[src/rtl/drm_pkg.sv]
// ----------------------------------------------------------------------------
// drm_pkg
// Types and constants shared by the dark-run rectangle merger modules.
// ----------------------------------------------------------------------------
package drm_pkg;

  localparam int CoordW     = 11;
  localparam int PixW       = 8;
  localparam int IdxW       = 9;
  localparam int RectCountW = 10;
  localparam int OpW        = 2;
  localparam int MaxCols    = 2048;
  localparam int MaxRows    = 2048;

  typedef enum logic [OpW-1:0] {
    OP_PIXEL = 2'd0,
    OP_READ  = 2'd1,
    OP_CLEAR = 2'd2,
    OP_NONE  = 2'd3
  } op_e;

  typedef enum logic {
    ST_IDLE,
    ST_WALK
  } state_e;

  // query handed from cell to cell
  typedef struct packed {
    logic              vld;
    logic              rd;
    logic              done;
    logic              app;
    logic [CoordW-1:0] left;
    logic [CoordW-1:0] right;
    logic [CoordW-1:0] row;
    logic [IdxW-1:0]   idx;
    logic [CoordW-1:0] rd_left;
    logic [CoordW-1:0] rd_top;
    logic [CoordW-1:0] rd_right;
    logic [CoordW-1:0] rd_bottom;
  } tok_t;

endpackage

[src/rtl/drm_cell.sv]
// ----------------------------------------------------------------------------
// drm_cell
// One rectangle table entry; grows, appends or reads out for a passing query.
// ----------------------------------------------------------------------------
module drm_cell #(
  parameter int Index = 0,
  parameter int CntW  = 10
) (
  input  logic              clk_i,
  input  logic              rst_ni,
  input  logic [CntW-1:0]   count_i,
  input  drm_pkg::tok_t     tok_i,
  output drm_pkg::tok_t     tok_o
);
  import drm_pkg::*;

  localparam int CmpW = (CntW > IdxW) ? CntW : IdxW;
  localparam logic [CntW-1:0] K    = CntW'(Index);
  localparam logic [CmpW-1:0] KCmp = CmpW'(Index);

  logic [CoordW-1:0] left_q, top_q, right_q, bottom_q;
  logic              grow, fill;
  tok_t              tok_d, tok_q;

  always_comb begin
    tok_d = tok_i;
    grow  = 1'b0;
    fill  = 1'b0;
    if (tok_i.vld && !tok_i.rd && !tok_i.done) begin
      if ((K < count_i) && (tok_i.row != '0) &&
          (bottom_q == tok_i.row - CoordW'(1)) &&
          (left_q == tok_i.left) && (right_q == tok_i.right)) begin
        grow       = 1'b1;
        tok_d.done = 1'b1;
      end else if (K == count_i) begin
        fill       = 1'b1;
        tok_d.done = 1'b1;
        tok_d.app  = 1'b1;
      end
    end
    if (tok_i.vld && tok_i.rd && (KCmp == CmpW'(tok_i.idx))) begin
      tok_d.rd_left   = left_q;
      tok_d.rd_top    = top_q;
      tok_d.rd_right  = right_q;
      tok_d.rd_bottom = bottom_q;
    end
  end

  always_ff @(posedge clk_i) begin
    if (fill) begin
      left_q   <= tok_i.left;
      top_q    <= tok_i.row;
      right_q  <= tok_i.right;
      bottom_q <= tok_i.row;
    end else if (grow) begin
      bottom_q <= tok_i.row;
    end
  end

  always_ff @(posedge clk_i or negedge rst_ni) begin
    if (!rst_ni) begin
      tok_q <= '0;
    end else begin
      tok_q <= tok_d;
    end
  end

  assign tok_o = tok_q;

endmodule

[config.mk]
export PLATFORM = sky130hd
export DESIGN_NAME = drm_cell
export DESIGN_NICKNAME = d
export VERILOG_FILES = /design/src/rtl/drm_pkg.sv /design/src/rtl/drm_cell.sv
export SDC_FILE = /design/constraint.sdc
export NUM_CORES = 1
export LEC_CHECK = 0
export ABC_AREA = 1
export BUFFER_PORTS_ARGS = -buffer_cell sky130_fd_sc_hd__buf_2
export CAP_MARGIN = 5
export CORE_ASPECT_RATIO = 0.7
export CORE_MARGIN = 5
export CORE_UTILIZATION = 52
export DETAILED_ROUTE_END_ITERATION = 8
export PLACE_DENSITY = 0.9
export SYNTH_ARGS = -nofsm -noshare
export SYNTH_HDL_FRONTEND = slang
export SYNTH_SLANG_ARGS = --single-unit
export TNS_END_PERCENT = 50
[constraint.sdc]
create_clock -name clk_i -period 3.2 [get_ports clk_i]
set_clock_uncertainty 0.2 [all_clocks]
set_input_delay 0.32 -clock clk_i [delete_from_list [all_inputs] [get_ports clk_i]]
set_output_delay 0.32 -clock clk_i [all_outputs]
set_load 0.005 [all_outputs]
# Word level (Yosys, flattened, before mapping)
# Index checks and enable logic that the tools add are counted.
# totals
romBits,0
mem_bits_rw,0
register_bits,134
memories,0
latchBits,0
# op_classes
n_reduce_logical,14
n_eq_ne,3
bitwise_logic,0
div,0
n_addsub,1
multipliers,0
n_mux,12
shifts,0
order_cmp,1
# ops
cell,n
two-way mux 44 bit,1
equality test 11 bit,3
two-way mux 11 bit,2
nonzero test 11 bit,1
subtractor 11 x 1 -> 11 bit (second input constant),1
logical NOT 10 bit,1
less-than comparator 1 x 10 -> 1 bit (first input constant),1
logical NOT 9 bit,1
logical AND 1 bit,8
two-way mux 1 bit,7
two-way mux 2 bit,2
logical NOT 1 bit,2
nonzero test 2 bit,1

# Longest topological paths before layout
# logic_depth
depth_word,9
ltp_mapped,15
ltp_nobuf,15

# Worst setup path before layout
# OpenSTA, ideal clock, no wires.
# synth_path
path_type,in2reg
from,in tok_i[53] in the netlist's numbering
to,reg bottom_q[0] (enable)
stages,14
setup_ps,345
t_arrival_ps,1572
slack_ps,1083
required_ps,2655
cell_sequence,inv_1 -> ha_1 -> inv_1 -> nand2_1 -> nand2_1 -> nor2_1 -> nand2_1 -> nor2_1 -> nand2_1 -> nor2_1 -> nand2_1 -> nor2_1 -> nand3_1 -> nand2_1
# synth_between
elab_chain_len,8
# synth_rtl
element,line_no,rtl
from (decl),drm_cell.sv:12,"input drm_pkg::tok_t tok_i,"
subtractor 11 x 1 -> 11 bit or nonzero test 11 bit (tied branches),"drm_cell.sv:31, drm_cell.sv:30",
equality test 11 bit or logical AND 1 bit (tied branches),"drm_cell.sv:31, drm_cell.sv:30",
logical AND 1 bit (*),drm_cell.sv:30,if ((K < count_i) && (tok_i.row != '0) &&
logical AND 1 bit (*),drm_cell.sv:31,(bottom_q == tok_i.row - CoordW'(1)) &&
logical AND 1 bit (*),drm_cell.sv:32,(left_q == tok_i.left) && (right_q == tok_i.right)) begin
two-way mux 1 bit,drm_cell.sv:30,
two-way mux 1 bit,drm_cell.sv:29,if (tok_i.vld && !tok_i.rd && !tok_i.done) begin
nonzero test 2 bit (no line) (*),-,
to (signal assigned),drm_cell.sv:54,bottom_q <= tok_i.row;
to (signal assigned),drm_cell.sv:56,bottom_q <= tok_i.row;
to (decl),drm_cell.sv:21,"logic [CoordW-1:0] left_q, top_q, right_q, bottom_q;"
# Mark *: on every way between the ends. The rest lies on a longest branch, timed or not.
# A chain may end at the register's enable or synchronous reset.

# Final worst setup path
# layout_path
from,in tok_i[53] in the netlist's numbering
to,reg bottom_q[10] (enable)
# Same word-level chain as after synthesis.

==> summary.md <==
| Metric | Value |
|---|---|
| Synth Area in Simple Gates | `14.2%` |
| FP Rows | `30` |
| Worst Path Class, Setup | `in -> reg` |
| Via density | `4.95` |
| Register area share after synthesis | `70.6%` |
| Max Cap Viol | `0` |
| P_leak | `3.83 nW` |
| Critical-path cell list | `dlygate4sd3_1 > buf_2 > inv_1 > ha_1 > nand2_1 > nor2_2 > nand2_1 > nand2_1 > nand2_1 > nand2_1 > nand2_1 > nor2_1 > nand3_1 > nand2_1` |
| CP arrival | `2.68 ns` |
| Number of iterations in the first detailed-routing pass | `5` |
| Synth top area share | `44.5%` |
| Total GRT Usage | `26.7%` |
| Setup crit start kind | `input port` |
| Routed Antenna Nets | `0` |
| Area occupied by multi-input gates | `0.00127 mm^2` |
| CTS Hold Bufs | `91` |
| Post-placement cell area | `0.00618 mm^2` |
| Actual slew at the worst max-slew pin | `1.14 ns` |
| Initial Utilization | `52.7%` |
| Synth cell count leaders | `nand2_1 (129), dfrtp_1 (90), inv_1 (49)` |
| Fmax | `352 MHz` |
| Final cell count without fillers | `870` |
| Top FF cell, synth | `dfrtp_1` |
| Uppermost routed layer | `met4` |
| HPWL Detailed | `9340 um` |
| Remaining DRCs | `0` |
| Final wirelength | `15,400 um` |
| Worst vdd ir | `0.426 mV` |
| CTS H-tree lvls | `4` |
| Mux contribution to synthesized area | `5.71%` |
| CP Max Fanout | `11` |
| Worst skew pair latency | `0.41 ns` |
| WL/cell | `17.7 um` |
| Synth Area per Inst | `11.7 um^2` |
| I/O pins | `192` |
| Routed vias | `4,305` |
| DIE AREA | `0.0118 mm^2` |
| Synth area leader | `dfrtp_1` |
| Vias in the first global route | `4,539` |
| Critical path endpoint category | `flip-flop` |
| CP most frequent cell | `nand2_1` |
| Gp weighted congestion | `0.833` |
| Final Setup Violations | `0` |
| Overall die width | `128 um` |
| CTS Buf Count | `17` |
| Final Hold Vio Count | `0` |
| Area grow syn2layout | `52.5%` |
| Slowest cell on crit path | `dlygate4sd3_1` |
| Remaining global-route overflow | `0` |
| Syn Inst Count | `432` |
| Clk sinks | `134` |
| Compound-Gate Fraction of Synth Area | `2.32%` |
| Placed Cells | `747` |
| FFs w/ async S/R, synth | `67.2%` |
| Top-count cell post-synth | `nand2_1` |
| Synth Net Count | `535` |
| Pwr dens | `554 mW/mm^2` |
| Final #Nets | `832` |
| Status | `completed` |
| Reg area | `0.00357 mm^2` |
| Clk slew on worst S/H paths | `0.06 ns` |
| Crit share post-route | `88.7%` |
| Share of cells above drive strength 1 | `34.1%` |
| Post-synthesis register bit count | `134` |
| Worst Slack Setup Final | `0.363 ns` |
| Slowest stage delay, CP | `0.54 ns` |
| Combinational family with the most area after synthesis | `simple AND/OR/NAND/NOR gates` |
| Bufs on Longest Clock Path | `2` |
| DP Worst Slack | `0.622 ns` |
| Met1 wire length | `6010 um` |
| Top cells by area, synth | `dfrtp_1 (44%), edfxtp_1 (26%), nand2_1 (9.6%), inv_1 (3.6%), mux2_2 (3.3%)` |
| Initial antenna violation count | `0` |
| Antenna cells | `0` |
| WL met3 | `1310 um` |
| Combined area of all synthesized cells | `0.00506 mm^2` |
| Post-synth EDFFs | `44` |
| Fin Setup TNS | `0 ns` |
| Largest net degree at the start of global routing | `91` |
| Synth cell types | `24` |
| Met2 Routed Length | `7810 um` |
| Hold crit path type | `in -> reg` |
| Final Cell Area | `0.00772 mm^2` |
| Fill count | `522` |
| Max Slew Vio Count | `0` |
| Tmin final | `2.84 ns` |
| Synth warn | `0` |
| WHS | `0.163 ns` |
| Postcts setup bufs | `0` |
| Height of the die | `92.6 um` |
| Port bufs | `191` |
| Initial drt markers | `481` |
| Synth Area in XOR/XNOR | `2.52%` |
| RSZ-0062 raised after global routing | `false` |
| Adder-cell share of the synthesized area | `0.247%` |
| Resized cells post-CTS | `0` |
| Rel. slew slack | `23.9%` |
| Core region area | `0.00961 mm^2` |
| WP data required | `3.05 ns` |
| Root Driver | `clkbuf_16` |
| First-pass GRT wire length | `24,100 um` |
| CTS tree | `yes` |
-- cell families (layout without fill, tap and decap cells) --
| kind of cell | after synthesis | after routing |
|---|---|---|
| and+or+nand+nor | 182 | 182 |
| xor gates and xnor gates | 13 | 13 |
| DFF | 134 | 134 |
| AOI/OAI and AO/OA | 23 | 23 |
| buffers and inverters | 56 | 366 |
| adders and majority gates | 1 | 1 |
| muxes | 23 | 23 |
-- sequential cells by signal (all words and copies together) (netlist names) --
signal / cells
left_q: 11
top_q: 11
right_q: 11
bottom_q: 11
tok_o: 90
-- layer usage --
metal	vias up	track usage (%)
met1	2052	33.4
met4	0	8.04
met2	257	46.0
met3	29	6.69
met5	-	0
li1	1967	-
-- cells in the final DEF, fill, tap and decap left out, drive strengths merged, types with 6 or more instances in the layout --
cell | Yosys | routed
buf | 3 | 194
nand2 | 129 | 129
dlygate4sd3 | 0 | 91
dfrtp | 90 | 90
inv | 49 | 51
edfxtp | 44 | 44
nor2 | 35 | 35
mux2 | 23 | 23
o21ai | 22 | 22
clkbuf | 4 | 18
xnor2 | 10 | 10
nand3 | 10 | 10
clkinv | 0 | 6
-- final cells by class --
cell class	count	share of cell area [%]
clock buffer	18	5.56
timing repair buffer	285	24.7
inverter	49	2.38
tap	128	2.07
sequential	134	46.3
clock inverter	14	2.61
multi-input combinational	242	16.4
-- where the power goes --
part	internal (mW)	leakage (nW)	total, mW	switching (mW)
sequential	1.83	1.44	1.85	0.0173
clock	1.31	0.301	2.06	0.749
combinational	0.198	2.08	0.369	0.171
-- path summary, 6_finish.rpt --
| check | start | to | slack [ns] | cells after the start |
|---|---|---|---|---|
| hold / removal | count_i[1] | tok_o[87]$_DFF_PN0_ | 0.16 | 6 |
| setup / recovery | tok_i[53] | bottom_q[10]$_DFFE_PP_ | 0.36 | 14 |
| setup reg to reg | right_q[4]$_DFFE_PP_ | bottom_q[10]$_DFFE_PP_ | 0.82 | 9 |
| hold reg to reg | top_q[4]$_DFFE_PP_ | tok_o[26]$_DFF_PN0_ | 0.28 | 1 |
| min in group asynchronous | rst_ni | tok_o[81]$_DFF_PN0_ | 0.56 | 2 |
| max in group asynchronous | rst_ni | tok_o[3]$_DFF_PN0_ | 1.53 | 2 |
-- per-stage QoR --
stage / power [mW] / utilization [%]
3_3_place_gp: 2.13 / 64.3
5_1_grt: 4.42 / 80.4
3_5_place_dp: 2.15 / 64.3
2_1_floorplan: 1.96 / -
6_report: 4.28 / 80.4
4_1_cts: 4.28 / 80.4
-- critical path: cells and delay by family --
family                   cells  cell delay [ns]
AND/OR/NAND/NOR             10             1.35
adder cells (fa/ha/maj)      1             0.23
buffers and inverters        3             0.79
Note: power is estimated with default switching activity, not from simulation.
