File: src/rtl/drm_pkg.sv
// ----------------------------------------------------------------------------
// drm_pkg
// Types and constants shared by the dark-run rectangle merger modules.
// ----------------------------------------------------------------------------
package drm_pkg;

  localparam int CoordW     = 11;
  localparam int PixW       = 8;
  localparam int IdxW       = 9;
  localparam int RectCountW = 10;
  localparam int OpW        = 2;
  localparam int MaxCols    = 2048;
  localparam int MaxRows    = 2048;

  typedef enum logic [OpW-1:0] {
    OP_PIXEL = 2'd0,
    OP_READ  = 2'd1,
    OP_CLEAR = 2'd2,
    OP_NONE  = 2'd3
  } op_e;

  typedef enum logic {
    ST_IDLE,
    ST_WALK
  } state_e;

  // query handed from cell to cell
  typedef struct packed {
    logic              vld;
    logic              rd;
    logic              done;
    logic              app;
    logic [CoordW-1:0] left;
    logic [CoordW-1:0] right;
    logic [CoordW-1:0] row;
    logic [IdxW-1:0]   idx;
    logic [CoordW-1:0] rd_left;
    logic [CoordW-1:0] rd_top;
    logic [CoordW-1:0] rd_right;
    logic [CoordW-1:0] rd_bottom;
  } tok_t;

endpackage

File: src/rtl/drm_ctrl.sv
// ----------------------------------------------------------------------------
// drm_ctrl
// Run detection, row/column tracking, query launch and result register.
// ----------------------------------------------------------------------------
module drm_ctrl #(
  parameter int MAX_RECTS = 512,
  parameter int CntW      = 10
) (
  input  logic                            clk_i,
  input  logic                            rst_ni,
  input  logic                            start_i,
  output logic                            busy_o,
  input  logic [drm_pkg::OpW-1:0]         opcode_i,
  input  logic [drm_pkg::PixW-1:0]        pixel_value_i,
  input  logic                            row_end_i,
  input  logic [drm_pkg::IdxW-1:0]        entry_index_i,
  input  logic                            dark_level_we_i,
  input  logic [drm_pkg::PixW-1:0]        dark_level_i,
  output logic [CntW-1:0]                 count_o,
  output drm_pkg::tok_t                   tok_o,
  input  drm_pkg::tok_t                   tok_i,
  output logic                            result_strobe_o,
  output logic [drm_pkg::CoordW-1:0]      x_left_o,
  output logic [drm_pkg::CoordW-1:0]      y_top_o,
  output logic [drm_pkg::CoordW-1:0]      x_right_o,
  output logic [drm_pkg::CoordW-1:0]      y_bottom_o,
  output logic                            entry_valid_o,
  output logic [drm_pkg::RectCountW-1:0]  rect_count_o,
  output logic                            overflowed_o
);
  import drm_pkg::*;

  localparam int WalkW = $clog2(MAX_RECTS + 1);
  localparam int CmpW  = (CntW > IdxW) ? CntW : IdxW;
  localparam logic [CoordW-1:0] LastCol = CoordW'(MaxCols - 1);
  localparam logic [CoordW-1:0] LastRow = CoordW'(MaxRows - 1);
  localparam logic [WalkW-1:0]  WalkEnd = WalkW'(MAX_RECTS);

  state_e            state_q, state_d;
  logic [WalkW-1:0]  walk_q, walk_d;
  logic [CntW-1:0]   count_q, count_d;
  logic [CoordW-1:0] row_q, row_d, col_q, col_d, first_q, first_d;
  logic              inside_q, inside_d, ovf_q, ovf_d;
  logic [PixW-1:0]   dark_q;
  tok_t              tok_q, tok_d;
  logic              accept, dark, last, run_end;
  logic [CoordW-1:0] run_left, run_right;
  logic              res_d, res_q, valid_d, valid_q;
  logic [CoordW-1:0] xl_q, yt_q, xr_q, yb_q;
  logic [CntW-1:0]   rc_q;

  assign accept = start_i && (state_q == ST_IDLE);
  assign dark   = (pixel_value_i == dark_q);
  assign last   = row_end_i || (col_q == LastCol);

  always_comb begin
    run_end   = 1'b0;
    run_left  = first_q;
    run_right = col_q;
    if (dark) begin
      run_left = inside_q ? first_q : col_q;
      run_end  = last;
    end else if (inside_q) begin
      run_end   = 1'b1;
      run_right = col_q - CoordW'(1);
    end
  end

  always_comb begin
    state_d  = state_q;
    walk_d   = walk_q;
    count_d  = count_q;
    row_d    = row_q;
    col_d    = col_q;
    first_d  = first_q;
    inside_d = inside_q;
    ovf_d    = ovf_q;
    tok_d    = '0;
    res_d    = 1'b0;
    valid_d  = 1'b0;
    unique case (state_q)
      ST_IDLE: begin
        if (accept) begin
          case (op_e'(opcode_i))
            OP_PIXEL: begin
              if (dark && !inside_q) begin
                inside_d = 1'b1;
                first_d  = col_q;
              end
              if (run_end || last) begin
                inside_d = 1'b0;
              end
              if (last) begin
                col_d = '0;
                if (row_q < LastRow) begin
                  row_d = row_q + CoordW'(1);
                end
              end else begin
                col_d = col_q + CoordW'(1);
              end
              if (run_end) begin
                tok_d.vld   = 1'b1;
                tok_d.left  = run_left;
                tok_d.right = run_right;
                tok_d.row   = row_q;
                state_d     = ST_WALK;
                walk_d      = '0;
              end
            end
            OP_READ: begin
              tok_d.vld = 1'b1;
              tok_d.rd  = 1'b1;
              tok_d.idx = entry_index_i;
              state_d   = ST_WALK;
              walk_d    = '0;
            end
            OP_CLEAR: begin
              count_d  = '0;
              row_d    = '0;
              col_d    = '0;
              first_d  = '0;
              inside_d = 1'b0;
              ovf_d    = 1'b0;
            end
            default: begin
            end
          endcase
        end
      end
      ST_WALK: begin
        if (walk_q == WalkEnd) begin
          state_d = ST_IDLE;
          if (tok_i.rd) begin
            res_d   = 1'b1;
            valid_d = CmpW'(tok_i.idx) < CmpW'(count_q);
          end else if (tok_i.app) begin
            count_d = count_q + CntW'(1);
          end else if (!tok_i.done) begin
            ovf_d = 1'b1;
          end
        end else begin
          walk_d = walk_q + WalkW'(1);
        end
      end
      default: begin
        state_d = ST_IDLE;
      end
    endcase
  end

  always_ff @(posedge clk_i or negedge rst_ni) begin
    if (!rst_ni) begin
      state_q  <= ST_IDLE;
      walk_q   <= '0;
      count_q  <= '0;
      row_q    <= '0;
      col_q    <= '0;
      first_q  <= '0;
      inside_q <= 1'b0;
      ovf_q    <= 1'b0;
      dark_q   <= '0;
      tok_q    <= '0;
      res_q    <= 1'b0;
    end else begin
      state_q  <= state_d;
      walk_q   <= walk_d;
      count_q  <= count_d;
      row_q    <= row_d;
      col_q    <= col_d;
      first_q  <= first_d;
      inside_q <= inside_d;
      ovf_q    <= ovf_d;
      tok_q    <= tok_d;
      res_q    <= res_d;
      if (dark_level_we_i) begin
        dark_q <= dark_level_i;
      end
    end
  end

  // result payload
  always_ff @(posedge clk_i) begin
    if (res_d) begin
      valid_q <= valid_d;
      xl_q    <= valid_d ? tok_i.rd_left   : '0;
      yt_q    <= valid_d ? tok_i.rd_top    : '0;
      xr_q    <= valid_d ? tok_i.rd_right  : '0;
      yb_q    <= valid_d ? tok_i.rd_bottom : '0;
      rc_q    <= count_q;
    end
  end

  assign busy_o          = (state_q == ST_WALK);
  assign count_o         = count_q;
  assign tok_o           = tok_q;
  assign result_strobe_o = res_q;
  assign x_left_o        = xl_q;
  assign y_top_o         = yt_q;
  assign x_right_o       = xr_q;
  assign y_bottom_o      = yb_q;
  assign entry_valid_o   = valid_q;
  assign rect_count_o    = RectCountW'(rc_q);
  assign overflowed_o    = ovf_q;

endmodule

File: config.mk
export PLATFORM = sky130hd
export DESIGN_NAME = drm_ctrl
export DESIGN_NICKNAME = d
export VERILOG_FILES = /design/src/rtl/drm_pkg.sv /design/src/rtl/drm_ctrl.sv
export SDC_FILE = /design/constraint.sdc
export NUM_CORES = 1
export LEC_CHECK = 0
export ABC_AREA = 1
export BUFFER_PORTS_ARGS = -buffer_cell sky130_fd_sc_hd__buf_2
export CAP_MARGIN = 20
export CORE_ASPECT_RATIO = 1.25
export CORE_MARGIN = 3
export CORE_UTILIZATION = 40
export DETAILED_ROUTE_END_ITERATION = 8
export PLACE_DENSITY_LB_ADDON = 0.05
export REMOVE_ABC_BUFFERS = 1
export SLEW_MARGIN = 20
export SYNTH_ARGS = -nofsm -noshare
export SYNTH_HDL_FRONTEND = slang
export SYNTH_SLANG_ARGS = --single-unit
File: constraint.sdc
create_clock -name clk_i -period 4.6 [get_ports clk_i]
set_input_delay 0.23 -clock clk_i [delete_from_list [all_inputs] [get_ports clk_i]]
set_output_delay 0.23 -clock clk_i [all_outputs]
set_load 0.02 [all_outputs]
Yosys cells after proc, flatten, opt, wreduce, memory -nomap -nowiden --
Index checks and enable logic that the tools add are counted.
Word-level totals: word-level logic and storage cells 116, output and inout port bits 158, input port bits 122, flip-flop bits (word level) 164
Operators by class: reductions and logical operators 14, bitwise operators 1, eq/ne operators 19, $add $sub $neg 5, magnitude comparators 2, mux-type cells 53
Operators by type and width (number):
- $mux W11 | 8
- $mux W42 | 2
- $mux W10 | 8
- $mux W33 | 2
- $pmux W11 S2 | 3
- $pmux W10 S2 | 3
- $add A11 B1 Y11 const B | 2
- $add A10 B1 Y10 const B | 2
- $mux W1 | 20
- $ne A2 B2 Y1 const B | 9
- $reduce_and A4 Y1 | 3
- $eq A11 B11 Y1 const B | 1
- $lt A11 B11 Y1 const B | 1
- $sub A11 B1 Y11 const B | 1
- $eq A10 B10 Y1 const B | 1
- $lt A9 B10 Y1 | 1
- $reduce_and A5 Y1 | 2
- $mux W9 | 1
- $eq A8 B8 Y1 | 1
- $pmux W1 S2 | 4
- $ne A3 B3 Y1 const B | 2
- $reduce_and A6 Y1 | 1
- $mux W2 | 2
- $ne A2 B1 Y1 const B | 2
- 10 further kinds | 12

Depth between registers and ports, before layout --
depth after elaboration 7, gate-level depth with buffers 16, gate-level depth less buffers 15

Least setup slack after synthesis --
No wires, ideal clock.
kind register -> register, start reg walk_q[0], end reg xr_q[0] (netlist: x_right_o[0]), data pin, data required time 4.462 ns, path buffers 1, arrival 3.868 ns, setup slack 0.593 ns, stages on the path, launching flop included 12, clock period less this slack 4.007 ns, setup time 0.138 ns, path through dfrtp_1 -> inv_1 -> ha_1 -> nand3b_1 -> nor2_1 -> inv_1 -> nor2_1 -> nand2_1 -> inv_1 -> nand2_1 -> buf_2 -> nor2_1
On the way: word-level cells in the longest chain between the ends 3
RTL lines:
- start: declaration | RTL line drm_ctrl.sv:40 | logic [WalkW-1:0] walk_q, walk_d;
- start signal: assignment | RTL line drm_ctrl.sv:166 | walk_q <= walk_d;
- $eq A10 B10 Y1 | RTL line drm_ctrl.sv:131 | if (walk_q == WalkEnd) begin
- $mux W1 | RTL line drm_ctrl.sv:131
- $mux W1 | RTL line drm_ctrl.sv:81 | unique case (state_q)
- end signal: assignment | RTL line drm_ctrl.sv:187 | xr_q <= valid_d ? tok_i.rd_right : '0;
- end: declaration | RTL line drm_ctrl.sv:49 | logic [CoordW-1:0] xl_q, yt_q, xr_q, yb_q;
No other way between the ends. A chain may end at the register's enable or synchronous reset.

==> impl_metrics.json <==
{
  "run_status": "complete, no violations",
  "tritoncts": "yes",
  "total_power_uw": 4370,
  "met3_usage_pct": 4.99,
  "place_hpwl_um": 13000,
  "synth.cells.most_frequent": "143 x nand2_1, 137 x nor2_1, 122 x inv_1, 109 x dfrtp_1, 55 x edfxtp_1",
  "cts-root-buf": "clkbuf_16",
  "synth_top_flop_cell": "dfrtp_1",
  "initial_core_util_pct": 40.9,
  "post-route-min-period_ps": 2510,
  "cap_viol_max_count": 0,
  "multi_input_comb_area_sq_mm": 0.00283,
  "power-per-cell-area_mw_per_mm2": 451,
  "synth_largest_area_cell": "dfrtp_1",
  "grt-ovfl-total": 0,
  "routed_wl_um": 18300,
  "synthesis.area_sq_mm": 0.00800,
  "cts.sinks": 164,
  "drive_above_1_share_pct": 26.1,
  "data_arrival_time_of_the_critical_path_ps": 2770,
  "top_usage_layer": "met2",
  "yosysSeqAreaShare_pct": 54.7,
  "finalCritPeriodShare_pct": 54.5,
  "reg2reg_setup_slack_ps": 2090,
  "detail_route.vias_per_cell": 4.45,
  "crit_path_max_incr_delay_ps": 610,
  "first_global_vias": 5603,
  "slew-limit-headroom_pct": 40.3,
  "detailroute.via_count": 5965,
  "hp-start": "entry_index_i[5]",
  "critical-path-top-cell-by-count": "nand2_1",
  "synth_area_per_cell_sq_um": 9.26,
  "ys_types": 37,
  "finalHoldViolCount": 0,
  "detail-route-antenna-nets": 0,
  "yosys.cell_count.top_type": "nand2_1",
  "detail_route.wl_per_cell_um": 13.7,
  "hold_end": "tok_o[49]",
  "die-width_um": 132,
  "final_skew_ps": 11.2,
  "transition_time_at_the_pin_with_the_least_slew_margin_ps": 895,
  "min_path_type": "in2reg",
  "clk_pin_slew_ps": 70,
  "critical_path_required_ps": 4870,
  "finish_stage_setup_viols": 0,
  "area_of_the_core_sq_mm": 0.0195,
  "setup.worst_path.start_class": "flip-flop",
  "whs_path_depth": 3,
  "drt_drc_violations_left": 0,
  "filler_cell_count": 1941,
  "area.sequential_sq_mm": 0.00438,
  "place.gp.congestion": 0.817,
  "holdBufCountCts": 4,
  "clock_latency_ps": 420,
  "port_buffers": 199,
  "grt_start_max_net_pins": 77,
  "crit_chain": "xnor2_1 > nand2_1 > nor2_1 > nand2_1 > nand2_1 > o21ai_2 > nand2_2 > nor2_1",
  "synthArstFlopShare_pct": 66.5,
  "netlist_top_cells_area": "dfrtp_1 34%, edfxtp_1 21%, nand2_1 6.7%",
  "initial_antenna_violation_count": 1,
  "drt-pass1-iter-count": 4,
  "grt_setup_unrepaired": "false",
  "grt_use_total_pct": 17.0,
  "postLayoutCellArea_sq_mm": 0.00971,
  "cts_max_level": 4,
  "cts_resized": 0,
  "postCtsSetupBuffers": 0,
  "dp_slack_ps": 1790,
  "std_cell_rows": 57,
  "count_of_flip_flops_with_a_built_in_enable_after_synthesis": 55,
  "max_freq_mhz": 399,
  "cts-buffers-inserted": 17,
  "insertedDiodeCount": 0,
  "final_core_utilization_pct": 49.7,
  "worst_setup_path_category": "reg2reg",
  "finish.net_count": 1198,
  "ios": 280,
  "crit_path_end_kind": "flip-flop",
  "worst_ir_drop_vdd_uv": 290,
  "placement.cell_area_sq_mm": 0.00904,
  "worst-path-max-fanout": 33,
  "slew_viol_final": 0,
  "die_height_um": 164,
  "worst_path_max_delay_cell": "nand2_2",
  "cts-root-to-sink-buffers": 2,
  "synthCells": 864,
  "timing.rr.end": "tok_o[65]",
  "wire_length_of_the_first_global_routing_pass_um": 29200,
  "met1_usage_pct": 21.8,
  "synth.ff_latch_count": 164,
  "power.leakage_uw": 0.00514,
  "detail_route.iter0.violations": 207,
  "flow.area_growth_from_synthesis_pct": 21.4,
  "grt.met2_usage_pct": 28.4,
  "r2r-start": "dark_q[6]",
  "worst_slack_ps": 2090,
  "r2r.worst_path.cells": 8,
  "finalSetupTns_ps": 0,
  "synth-warning-count": 0,
  "fp.dieArea_sq_mm": 0.0217,
  "synth_top_cell_area_share_pct": 34.1
}
area by class of cell:
cell class	count	area share [%]
clock buffer	18	4.52
tap	265	3.42
timing repair buffer	208	11.1
multi-input combinational	545	29.1
clock inverter	14	1.79
inverter	126	4.87
sequential	164	45.1
report_power, final:
group | internal [uW] | switching (uW)
Combinational | 369 | 665
Sequential | 1670 | 194
Clock | 875 | 603
cells by family (layout without fill, tap and decap cells):
logic type	count (synthesis)	count (layout)	synth area share, %
AO/OA/AOI/OAI	67	67	5.18
other	1	46	0.0469
multiplexers	8	8	1.13
flip-flops	164	164	54.7
adder cells (fa/ha/maj)	14	14	2.19
XOR/XNOR	36	36	3.94
AND/OR/NAND/NOR	374	374	20.6
buffers and inverters	200	366	12.1
placed cells by master (no fill, tap or decap), types with 14 or more instances in the layout:
cell type,Yosys,routed
edfxtp_1,55,55
nor2_1,137,136
inv_1,122,122
nand3_1,42,42
xor2_1,26,26
ha_1,14,14
clkbuf_16,0,17
conb_1,1,46
nand2_1,143,142
o21ai_0,37,37
buf_2,17,198
dfrtp_1,109,109
registers in the layout, summed over array words and instances, names as in the netlist:
name	flops
tok_o	44
col_q	11
first_q	11
row_q	11
x_left_o	11
x_right_o	11
y_bottom_o	11
y_top_o	11
count_o	10
rect_count_o	10
walk_q	10
dark_q	8
busy_o	1
entry_valid_o	1
inside_q	1
overflowed_o	1
result_strobe_o	1
layer usage:
metal | part of all wire, % | up-vias
met1 | 44 | 2733
met5 | 0.071 | -
met4 | 0.81 | 2
met2 | 49 | 192
met3 | 5.8 | 11
li1 | - | 3027
per-stage QoR:
step           hold slack, ps  cells
6_report                 23.9   1340
5_1_grt                  8.72   1340
4_1_cts                  2.71   1339
3_5_place_dp              454   1303
3_3_place_gp              451   1303
2_1_floorplan           -65.6    835
worst max-delay path, delay by kind of cell (launching register included):
kind,cells,cell delay [ps]
compound gates,1,110
xor+xnor,1,150
flops,1,390
simple gates,6,1690
worst max path at each step:
stage,startpoint,to,depth (start not counted)
floorplan,walk_q[0],x_left_o[0],10
global placement,count_o[2],x_left_o[8],14
detailed placement,count_o[2],x_right_o[8],14
CTS,count_o[2],y_bottom_o[10],14
global route,dark_q[6],first_q[3],9
finish,dark_q[6],tok_o[65],8
Power figures use the tool's default switching activity.
